==> src/design/sorted_table_insert_remove_assert.svh <==
// ----------------------------------------------------------------------------
// sorted_table_insert_remove_assert.svh
// Assertion macros shared by the sorted table design.
// ----------------------------------------------------------------------------
`ifndef SORTED_TABLE_INSERT_REMOVE_ASSERT_SVH
`define SORTED_TABLE_INSERT_REMOVE_ASSERT_SVH

// A condition that must hold at every clock edge outside reset.
`define STIR_ASSERT_ALWAYS(lbl, clk, rst, cond) \
   lbl: assert property (@(posedge clk) disable iff (rst) (cond)) \
      else $error("sorted table invariant violated");

// A condition that must hold in the cycle after the trigger.
`define STIR_ASSERT_NEXT(lbl, clk, rst, trig, cons) \
   lbl: assert property (@(posedge clk) disable iff (rst) (trig) |=> (cons)) \
      else $error("sorted table sequencing violated");

`endif

==> src/design/stir_pkg.sv <==
// ----------------------------------------------------------------------------
// stir_pkg
// Types and constants of the sorted table block.
// ----------------------------------------------------------------------------
`default_nettype none

package stir_pkg;

   localparam int VALUE_W  = 32;
   localparam int OP_W     = 2;
   localparam int INDEX_W  = 3;
   localparam int STATUS_W = 2;
   localparam int OCC_W    = 4;

   // Request operation codes.
   typedef enum logic [OP_W-1:0] {
      OP_INSERT = 2'd0,
      OP_REMOVE = 2'd1,
      OP_READ   = 2'd2
   } op_type;

   // Result status codes.
   typedef enum logic [STATUS_W-1:0] {
      STATUS_OK        = 2'd0,
      STATUS_FULL      = 2'd1,
      STATUS_NOT_FOUND = 2'd2,
      STATUS_BAD_INDEX = 2'd3
   } status_type;

   // Command broadcast from the control logic to every cell.
   typedef struct packed {
      logic                      ins_en;
      logic                      rem_en;
      logic signed [VALUE_W-1:0] value;
   } cell_cmd_type;

endpackage

`default_nettype wire

==> src/design/stir_req_if.sv <==
// ----------------------------------------------------------------------------
// stir_req_if
// Request channel: valid/ready handshake with op, value and index.
// ----------------------------------------------------------------------------
`default_nettype none

interface stir_req_if
   import stir_pkg::*;
   ();
   logic                      valid;
   logic                      ready;
   logic [OP_W-1:0]           op;
   logic signed [VALUE_W-1:0] value;
   logic [INDEX_W-1:0]        index;

   modport source (output valid, op, value, index, input ready);
   modport sink   (input valid, op, value, index, output ready);
endinterface

`default_nettype wire

==> src/design/stir_rsp_if.sv <==
// ----------------------------------------------------------------------------
// stir_rsp_if
// Result channel: valid/ready handshake with status, occupancy and data.
// ----------------------------------------------------------------------------
`default_nettype none

interface stir_rsp_if
   import stir_pkg::*;
   ();
   logic                      valid;
   logic                      ready;
   logic [STATUS_W-1:0]       status;
   logic [OCC_W-1:0]          occupancy;
   logic signed [VALUE_W-1:0] read_value;

   modport source (output valid, status, occupancy, read_value, input ready);
   modport sink   (input valid, status, occupancy, read_value, output ready);
endinterface

`default_nettype wire

==> src/design/stir_cell.sv <==
// ----------------------------------------------------------------------------
// stir_cell
// One table position: holds an entry, compares it with the request value
// and takes its own, its left or its right neighbor's entry or the new value.
// ----------------------------------------------------------------------------
`default_nettype none

module stir_cell
   import stir_pkg::*;
(
   input  wire logic                      clock,
   input  wire cell_cmd_type              cmd,
   input  wire logic                      entry_valid,
   input  wire logic                      entry_tail,
   input  wire logic signed [VALUE_W-1:0] left_value,
   input  wire logic                      left_ge,
   input  wire logic signed [VALUE_W-1:0] right_value,
   output      logic signed [VALUE_W-1:0] entry_value,
   output      logic                      entry_ge,
   output      logic                      entry_eq
);

   logic signed [VALUE_W-1:0] value_ff;
   logic signed [VALUE_W-1:0] value_in;

   // Local compares; an empty position never matches.
   assign entry_ge    = entry_valid && (value_ff >= cmd.value);
   assign entry_eq    = entry_valid && (value_ff == cmd.value);
   assign entry_value = value_ff;

   // Insert shifts right from the first entry not below the value and drops
   // the value into the gap; remove shifts left from the first equal entry.
   always_comb begin
      value_in = value_ff;
      priority if (cmd.ins_en && left_ge) begin
         value_in = left_value;
      end else if (cmd.ins_en && (entry_ge || entry_tail)) begin
         value_in = cmd.value;
      end else if (cmd.rem_en && entry_ge) begin
         value_in = right_value;
      end else begin
         value_in = value_ff;
      end
   end

   always_ff @(posedge clock) begin
      value_ff <= value_in;
   end

endmodule

`default_nettype wire

==> src/design/sorted_table_insert_remove.sv <==
// The result of a request is registered at the edge that transfers the request.
// Throughput: one request per cycle unless rsp_chan stalls; cells update in parallel.
// A new request transfers in the same cycle as the held result, so there are no gaps.
// Reset (synchronous) empties the table and drops any pending result; the stored
// entries themselves are not cleared.
// ----------------------------------------------------------------------------
// sorted_table_insert_remove
// Bounded ascending table of signed values built from a row of compare and
// shift cells, with insert, remove-first-equal and read-by-index requests.
// ----------------------------------------------------------------------------
`default_nettype none

module sorted_table_insert_remove
   import stir_pkg::*;
#(
   parameter int DEPTH = 8
) (
   input  wire logic   clock,
   input  wire logic   reset,
   stir_req_if.sink    req_chan,
   stir_rsp_if.source  rsp_chan
);

   `include "sorted_table_insert_remove_assert.svh"

   localparam int FILL_W = $clog2(DEPTH + 1);
   localparam int CMP_W  = (FILL_W > INDEX_W) ? FILL_W : INDEX_W;
   localparam int RD_N   = (DEPTH < (1 << INDEX_W)) ? DEPTH : (1 << INDEX_W);

   logic [FILL_W-1:0]         fill_ff;
   logic [FILL_W-1:0]         fill_in;
   logic                      rsp_valid_ff;
   logic [STATUS_W-1:0]       status_ff;
   logic [STATUS_W-1:0]       status_in;
   logic [OCC_W-1:0]          occ_ff;
   logic [OCC_W-1:0]          occ_in;
   logic signed [VALUE_W-1:0] rd_ff;
   logic signed [VALUE_W-1:0] rd_in;

   logic                      req_fire;
   logic                      full;
   logic                      found;
   logic                      index_ok;
   logic signed [VALUE_W-1:0] rd_sel;
   logic [FILL_W+OCC_W-1:0]   fill_ext;
   cell_cmd_type              cmd;

   logic signed [VALUE_W-1:0] cell_value [DEPTH];
   logic [DEPTH-1:0]          cell_ge;
   logic [DEPTH-1:0]          cell_eq;
   logic [DEPTH-1:0]          cell_valid;
   logic [DEPTH-1:0]          cell_tail;

   // Handshake: the output register frees up when its result is transferred.
   assign req_chan.ready = !rsp_valid_ff || rsp_chan.ready;
   assign req_fire       = req_chan.valid && req_chan.ready;

   assign full     = (fill_ff == FILL_W'(DEPTH));
   assign found    = |cell_eq;
   assign index_ok = (CMP_W'(req_chan.index) < CMP_W'(fill_ff));

   // Command broadcast to the cell row.
   always_comb begin
      cmd.value  = req_chan.value;
      cmd.ins_en = req_fire && (req_chan.op == OP_INSERT) && !full;
      cmd.rem_en = req_fire && (req_chan.op == OP_REMOVE) && found;
   end

   // Row of cells, each linked to its neighbors; an end cell uses its own entry instead.
   for (genvar i = 0; i < DEPTH; i++) begin : g_cell
      assign cell_valid[i] = (CMP_W'(i) < CMP_W'(fill_ff));
      assign cell_tail[i]  = (CMP_W'(i) == CMP_W'(fill_ff));

      if (i == 0) begin : g_first
         stir_cell u_cell (
            .clock       (clock),
            .cmd         (cmd),
            .entry_valid (cell_valid[i]),
            .entry_tail  (cell_tail[i]),
            .left_value  (cell_value[i]),
            .left_ge     (1'b0),
            .right_value (cell_value[i+1]),
            .entry_value (cell_value[i]),
            .entry_ge    (cell_ge[i]),
            .entry_eq    (cell_eq[i])
         );
      end else if (i == DEPTH - 1) begin : g_last
         stir_cell u_cell (
            .clock       (clock),
            .cmd         (cmd),
            .entry_valid (cell_valid[i]),
            .entry_tail  (cell_tail[i]),
            .left_value  (cell_value[i-1]),
            .left_ge     (cell_ge[i-1]),
            .right_value (cell_value[i]),
            .entry_value (cell_value[i]),
            .entry_ge    (cell_ge[i]),
            .entry_eq    (cell_eq[i])
         );
      end else begin : g_mid
         stir_cell u_cell (
            .clock       (clock),
            .cmd         (cmd),
            .entry_valid (cell_valid[i]),
            .entry_tail  (cell_tail[i]),
            .left_value  (cell_value[i-1]),
            .left_ge     (cell_ge[i-1]),
            .right_value (cell_value[i+1]),
            .entry_value (cell_value[i]),
            .entry_ge    (cell_ge[i]),
            .entry_eq    (cell_eq[i])
         );
      end
   end

   // Read select over the positions the index can reach.
   always_comb begin
      rd_sel = '0;
      for (int k = 0; k < RD_N; k++) begin
         if (req_chan.index == INDEX_W'(k)) begin
            rd_sel = cell_value[k];
         end
      end
   end

   // Occupancy and result for the request being transferred.
   always_comb begin
      fill_in   = fill_ff;
      status_in = STATUS_OK;
      rd_in     = '0;
      unique case (req_chan.op)
         OP_INSERT: begin
            if (full) begin
               status_in = STATUS_FULL;
            end else begin
               fill_in = fill_ff + FILL_W'(1);
            end
         end
         OP_REMOVE: begin
            if (found) begin
               fill_in = fill_ff - FILL_W'(1);
            end else begin
               status_in = STATUS_NOT_FOUND;
            end
         end
         OP_READ: begin
            if (index_ok) begin
               rd_in = rd_sel;
            end else begin
               status_in = STATUS_BAD_INDEX;
            end
         end
         default: begin
            status_in = STATUS_OK;
         end
      endcase
      fill_ext = {{OCC_W{1'b0}}, fill_in};
      occ_in   = fill_ext[OCC_W-1:0];
   end

   // Control registers.
   always_ff @(posedge clock) begin
      if (reset) begin
         fill_ff      <= '0;
         rsp_valid_ff <= 1'b0;
      end else begin
         if (req_fire) begin
            fill_ff <= fill_in;
         end
         if (req_fire) begin
            rsp_valid_ff <= 1'b1;
         end else if (rsp_chan.ready) begin
            rsp_valid_ff <= 1'b0;
         end
      end
   end

   // Result register.
   always_ff @(posedge clock) begin
      if (req_fire) begin
         status_ff <= status_in;
         occ_ff    <= occ_in;
         rd_ff     <= rd_in;
      end
   end

   assign rsp_chan.valid      = rsp_valid_ff;
   assign rsp_chan.status     = status_ff;
   assign rsp_chan.occupancy  = occ_ff;
   assign rsp_chan.read_value = rd_ff;

   // Checks on occupancy tracking and result sequencing.
   `STIR_ASSERT_ALWAYS(a_fill_bound, clock, reset, fill_ff <= FILL_W'(DEPTH))
   `STIR_ASSERT_NEXT(a_rsp_follows_req, clock, reset, req_fire, rsp_valid_ff)
   `STIR_ASSERT_NEXT(a_fill_idle_stable, clock, reset, !req_fire, $stable(fill_ff))

endmodule

`default_nettype wire
==> src/flat_wrapper.sv <==
// flat-port wrapper written by rule: the top's interface ports become plain ports
module sorted_table_insert_remove_flat import stir_pkg::*;
#(
   parameter int DEPTH = 8
)
  (clock, reset, req_chan_valid, req_chan_op, req_chan_value, req_chan_index, req_chan_ready, rsp_chan_valid, rsp_chan_status, rsp_chan_occupancy, rsp_chan_read_value, rsp_chan_ready);
  stir_req_if req_chan_i ();
  stir_rsp_if rsp_chan_i ();
  input  wire logic clock;
  input  wire logic reset;
  input wire logic [$bits(req_chan_i.valid)-1:0] req_chan_valid;
  input wire logic [$bits(req_chan_i.op)-1:0] req_chan_op;
  input wire logic [$bits(req_chan_i.value)-1:0] req_chan_value;
  input wire logic [$bits(req_chan_i.index)-1:0] req_chan_index;
  output wire logic [$bits(req_chan_i.ready)-1:0] req_chan_ready;
  output wire logic [$bits(rsp_chan_i.valid)-1:0] rsp_chan_valid;
  output wire logic [$bits(rsp_chan_i.status)-1:0] rsp_chan_status;
  output wire logic [$bits(rsp_chan_i.occupancy)-1:0] rsp_chan_occupancy;
  output wire logic [$bits(rsp_chan_i.read_value)-1:0] rsp_chan_read_value;
  input wire logic [$bits(rsp_chan_i.ready)-1:0] rsp_chan_ready;
  assign req_chan_i.valid = req_chan_valid;
  assign req_chan_i.op = req_chan_op;
  assign req_chan_i.value = req_chan_value;
  assign req_chan_i.index = req_chan_index;
  assign req_chan_ready = req_chan_i.ready;
  assign rsp_chan_valid = rsp_chan_i.valid;
  assign rsp_chan_status = rsp_chan_i.status;
  assign rsp_chan_occupancy = rsp_chan_i.occupancy;
  assign rsp_chan_read_value = rsp_chan_i.read_value;
  assign rsp_chan_i.ready = rsp_chan_ready;
  sorted_table_insert_remove #(.DEPTH(DEPTH)) u_core (.clock(clock), .reset(reset), .req_chan(req_chan_i), .rsp_chan(rsp_chan_i));
endmodule
==> config.mk <==
export PLATFORM = sky130hd
export DESIGN_NAME = sorted_table_insert_remove_flat
export DESIGN_NICKNAME = d
export VERILOG_FILES = /design/src/design/stir_pkg.sv /design/src/design/stir_req_if.sv /design/src/design/stir_rsp_if.sv /design/src/design/stir_cell.sv /design/src/design/sorted_table_insert_remove.sv /design/src/flat_wrapper.sv
export VERILOG_INCLUDE_DIRS = /design/src /design/src/design
export SDC_FILE = /design/constraint.sdc
export NUM_CORES = 1
export LEC_CHECK = 0
export BUFFER_PORTS_ARGS = -buffer_cell sky130_fd_sc_hd__buf_2
export CAP_MARGIN = 10
export CORE_UTILIZATION = 35
export CTS_CLUSTER_SIZE = 40
export DETAILED_ROUTE_END_ITERATION = 8
export HOLD_SLACK_MARGIN = 0.08
export PLACE_DENSITY_LB_ADDON = 0.12
export SKIP_CTS_REPAIR_TIMING = 1
export SLEW_MARGIN = 20
export SYNTH_ARGS = -nofsm -noshare
export SYNTH_HDL_FRONTEND = slang
export SYNTH_SLANG_ARGS = --single-unit
==> constraint.sdc <==
create_clock -name clock -period 6.7 [get_ports clock]
set_clock_uncertainty 0.2 [all_clocks]
set_input_delay 1.34 -clock clock [delete_from_list [all_inputs] [get_ports clock]]
set_output_delay 1.34 -clock clock [all_outputs]
set_load 0.01 [all_outputs]
==> results.ini, run 1 <==
[finish]
drive_gt1_share_pct = 13.6
mostFrequentLayoutCell = edfxtp_1
fillCellCount = 6602
final_cell_mix = edfxtp_1 (294), ha_1 (262), a21oi_1 (208), nor2_1 (189), nand2_1 (177)
final_core_util_pct = 39.9
ff_latch_area_mm2 = 0.00893
area_growth_pct = 12.1
final_nets = 2813
fin_area_mm2 = 0.0270
multi_input_area_mm2 = 0.0142

[yosys]
synth_flop_cell = edfxtp_1
ys_ff_latch = 299
synth_fp_nets = 2794
avgSynthCellArea_um2 = 9.66
async_flop_share_pct = 0
ys_types = 82
synthCells = 2491
synth_warnings = 0
netlist_area_mm2 = 0.0241
synth_edf_count = 294
seq_area_frac_synth_pct = 37.1

[run_status]
status = completed

[cts]
clock_tree.root_cell = clkbuf_16
numClockSinks = 299
insertion_delay_ns = 0.59
path_clk_slew_ns = 0.06
max-clock-path-buffers = 3
cts_tree = built
htreeDepth = 2
numCtsBuffers = 40

[timing]
slew-limit-headroom_pct = 14.4
setup_viol = 0
rsz0062_at_grt = false
fin_setup_tns_ns = 0
tightest_slew_ns = 1.28
period_needed_ns = 5.62
max_freq_ghz = 0.178
slew_violations = 0
final.period_utilization_pct = 83.8
finalHoldViolations = 0

[power]
power.total_uw = 4890
cellPowerDensity_mw_per_mm2 = 181
p_switching_uw = 1350
p_int_uw = 3540
p_comb_share_pct = 12.5
clockPowerShare_pct = 44.9
seqPwrFrac_pct = 42.6
max-vdd-ir-drop_mv = 0.158
power_leakage_uw = 0.0103
switching_share_pct = 27.7

[floorplanning]
dieArea_mm2 = 0.0698
io_pins = 81
die_w_um = 264
rows = 95
start_util_pct = 35.6
coreArea_mm2 = 0.0676
dieHeight_um = 264

[detailed_routing]
drc = 0
postRouteAntennaNets = 0
wl_per_cell_um = 33.9
vias_per_cell = 6.68
drt-initial-drc-count = 2931
dr.pass1.iters = 5
wl_um = 116000
via_count = 22805

[placement]
gp_congestion = 0.950
placed_area_mm2 = 0.0257
dpl.hpwl_um = 77300
io_buffers = 80

[global_route]
antenna_found_initial = 4
track_usage_pct = 32.6
grt_pass1_wl_um = 164000
gr-total-overflow = 0
grt_max_degree = 98
grt_pass1_vias = 21964

[setup_path]
cp.arrival_ns = 5.69
critPathLaunchType = primary input
endpoint_kind = flip-flop
cp_slowest_stage_delay_ns = 0.93
crit_chain = buf_2 -> inv_1 -> ha_1 -> nand4_1 -> nor4_1 -> nand3_1 -> o211ai_1 -> a211oi_1 -> buf_4 -> or3_1 -> o22ai_4 -> buf_4
critPathRequiredTime_ns = 6.78
crit_slowest_cell = nor4_1
cp_common_cell = buf_4
worstSetupPathType = primary input to flip-flop
critPathMaxFanout = 18
rr_worst_depth = 10

[hold_path]
whs_path_depth = 2
holdCritPathClass = flip-flop to flip-flop

[run]
max_cap_violations = 0

-- logic make-up (layout without fill, tap and decap cells) --
group,count (synthesis),count (layout),synth area share [%]
adder cells (fa/ha/maj),262,262,13.6
multiplexers,127,127,5.73
XOR/XNOR,3,3,0.109
buffers and inverters,288,334,4.94
flip-flops,299,299,37.1
AND/OR/NAND/NOR,726,726,15.2
other,0,5,0
AO/OA/AOI/OAI,786,786,23.3
-- synth_stat cells, drive strengths merged, types with 28 or more instances --
master   count  area share, %
edfxtp     294             37
ha         262             14
a21oi      210            4.4
nor2       194            3.1
nand2      183            2.9
o21ai      143            3.0
clkbuf     124            1.9
inv        111            1.7
nand4       85            2.2
a31oi       74            1.9
nand3       69            1.4
mux2        66            3.1
mux2i       59            2.5
buf         53            1.3
o211ai      46            1.4
o221ai      42            2.3
and3        38           0.99
a221o       35            1.5
a41oi       33            1.8
nand3b      33            1.0
nor3b       32            1.0
a2bb2oi     31            1.1
a21o        28           0.87
-- power by group through the flow --
stage / clock, µW / combinational (µW) / sequential (µW)
after floorplan: 0 / 350 / 2120
after global placement: 0 / 589 / 2120
after detailed placement: 0 / 593 / 2120
after CTS: 2220 / 596 / 2080
after global routing: 2280 / 655 / 2080
final: 2200 / 612 / 2080
-- path summary, 6_finish.rpt --
kind / from / to / slack [ns]
max: req_chan_value[15] / u_core.g_cell[2].g_mid.u_cell.entry_value[26] / 1.08
min reg2reg: u_core.rsp_chan.valid / u_core.rsp_chan.valid / 0.34
max reg2reg: u_core.g_cell[6].g_mid.u_cell.entry_value[15] / u_core.g_cell[2].g_mid.u_cell.entry_value[26] / 1.75
min: u_core.rsp_chan.valid / u_core.rsp_chan.valid / 0.34
-- state kept, by name, summed over array words and instances, names as in the netlist --
name	cells
u_core.g_cell.g_mid.u_cell.entry_value	192
u_core.g_cell.g_first.u_cell.entry_value	32
u_core.g_cell.g_last.u_cell.entry_value	32
u_core.rsp_chan.read_value	32
u_core.fill_ff	4
u_core.rsp_chan.occupancy	4
u_core.rsp_chan.status	2
u_core.rsp_chan.valid	1
-- critical path, delay by kind of cell --
kind                     cells  cell delay, ns
buffers and inverters        4            0.91
adder cells (fa/ha/maj)      1            0.42
AO/OA/AOI/OAI                3            1.11
AND/OR/NAND/NOR              4            1.90
-- through the flow --
stage / hold slack (ns) / std cells / setup slack (ns)
floorplan: 0.366 / 2491 / 0.246
global placement: 0.318 / 3341 / 0.707
detailed placement: 0.337 / 3341 / 0.566
CTS: 0.343 / 3410 / 1.15
global route: 0.368 / 3410 / 1.01
finish: 0.336 / 3415 / 1.08
-- metal layers --
layer	routed length [µm]	part of all wire, %	track usage, %
met1	50300	43	44.6
met2	50000	43	49.3
met3	10900	9.4	7.57
met4	4670	4.0	13.3
met5	12	0.010	0
-- area by class of cell --
cell class / count / share of cell area (%)
Antenna cell: 5 / 0.0464
Clock buffer: 51 / 3.94
Clock inverter: 18 / 0.751
Inverter: 111 / 1.54
Multi-Input combinational cell: 1904 / 52.6
Sequential cell: 299 / 33.1
Tap cell: 873 / 4.05
Timing Repair Buffer: 154 / 3.99
(Power assumes the default switching activity.)
==> run 2, diff against run 1 <==
clock period = 4.9 ns   (was 6.7 ns; I/O delays follow)
==> results.ini, run 2 (synthesis gave the netlist of run 1 again) <==
[global_route]
track_usage_pct = 31.2
grt_pass1_wl_um = 158000
grt_pass1_vias = 21814
antenna_found_initial = 4
grt_max_degree = 61
gr-total-overflow = 0

[timing]
slew_violations = 0
max_freq_ghz = 0.218
tightest_slew_ns = 1.18
rsz0062_at_grt = false
fin_setup_tns_ns = 0
final.period_utilization_pct = 93.5
slew-limit-headroom_pct = 21.4
period_needed_ns = 4.58
finalHoldViolations = 0
setup_viol = 0

[floorplanning]
coreArea_mm2 = 0.0676
start_util_pct = 35.6
io_pins = 81
die_w_um = 264
rows = 95
dieHeight_um = 264
dieArea_mm2 = 0.0698

[placement]
gp_congestion = 0.967
io_buffers = 80
dpl.hpwl_um = 79000

[setup_path]
critPathLaunchType = primary input
cp.arrival_ns = 4.69
rr_worst_depth = 14
endpoint_kind = flip-flop
critPathRequiredTime_ns = 5.01
critPathMaxFanout = 17
worstSetupPathType = primary input to flip-flop
rrSetupSlack_ns = 0.39

[cts]
path_clk_slew_ns = 0.06
numCtsBuffers = 40
clock_tree.root_cell = clkbuf_16
cts_tree = built
numClockSinks = 299
insertion_delay_ns = 0.59
htreeDepth = 2
max-clock-path-buffers = 3

[finish]
area_growth_pct = 16.4
drive_gt1_share_pct = 16.7
final_cell_mix = edfxtp_1 (294), ha_1 (260), a21oi_1 (208), nor2_1 (189), nand2_1 (178)
multi_input_area_mm2 = 0.0142
ff_latch_area_mm2 = 0.00893
mostFrequentLayoutCell = edfxtp_1
final_nets = 2899
fillCellCount = 6545
largest_reg_flops = 192

[detailed_routing]
wl_per_cell_um = 31.7
via_count = 22820
drt-initial-drc-count = 2613
dr.pass1.iters = 8
drc = 0
postRouteAntennaNets = 0
vias_per_cell = 6.52
wl_um = 111000

[hold_path]
holdCritPathClass = flip-flop to flip-flop
whs_path_depth = 2

[power]
power.total_uw = 6760
cellPowerDensity_mw_per_mm2 = 241
max-vdd-ir-drop_mv = 0.193
power_leakage_uw = 0.0109

[run_status]
status = completed

[run]
max_cap_violations = 0

[run 2: changes by cell type in the layout (fill, tap and decap cells not counted), moves of 3 or more]
cell and delta:
clkbuf_1 -3, buf_12 +22, diode_2 -4, buf_4 +62, clkinv_2 +4, clkinv_1 +4
[run 2: final timing paths]
check                                      startpoint                                             to
worst max-delay path                req_chan_value[1]  u_core.g_cell[1].g_mid.u_cell.entry_value[25]
worst min-delay path            u_core.rsp_chan.valid                          u_core.rsp_chan.valid
worst max register to register      u_core.fill_ff[0]  u_core.g_cell[1].g_mid.u_cell.entry_value[25]
worst min register to register  u_core.rsp_chan.valid                          u_core.rsp_chan.valid
[run 2: power by group]
part           total, µW  internal (µW)  switching, µW
clock network       3040           1770           1270
logic                874            304            570
registers           2840           2820           20.6
[run 2: per-stage QoR]
| step | cell area [µm²] | hold slack (ns) | utilization [%] | worst slack (ns) | std cells |
|---|---|---|---|---|---|
| after floorplan | 24100 | 0.366 | - | -0.128 | 2491 |
| after global placement | 26600 | 0.317 | 39.4 | -0.0481 | 3425 |
| after detailed placement | 26700 | 0.331 | 39.5 | -0.0500 | 3427 |
| after CTS | 28000 | 0.338 | 41.4 | 0.524 | 3500 |
| after global routing | 28000 | 0.363 | 41.4 | 0.287 | 3501 |
| final | 28000 | 0.332 | 41.4 | 0.320 | 3501 |
[run 2: metal layers]
layer	wire length, µm	share of wire [%]	up-vias	global-route usage [%]
li1	-	-	9925	-
met3	10900	9.8	224	6.67
met1	48700	44	11370	44.2
met2	47600	43	1299	46.6
met4	3740	3.4	2	10.6
met5	9	0.0081	-	0
[run 2: cell type report]
| class | count | area share [%] |
|---|---|---|
| inverters | 111 | 1.50 |
| clock inverters | 24 | 0.817 |
| flip-flops and latches | 299 | 31.9 |
| repair buffers | 240 | 7.27 |
| diodes | 1 | 0.00893 |
| well taps | 873 | 3.90 |
| multi-input cells | 1904 | 50.8 |
| clock buffers | 49 | 3.85 |
[run 2: worst max-delay path, stage by stage]
cell       delay [ns]
buf_2            0.15
inv_1            0.38
ha_1             0.33
nand4_1          0.14
a21oi_1          0.15
a2111oi_0        0.92
buf_4            0.27
o21a_1           0.12
o22ai_2          0.09
buf_12           0.15
o21a_1           0.19
o21ai_4          0.16
buf_4            0.13
buf_4            0.34
o21ai_0          0.17
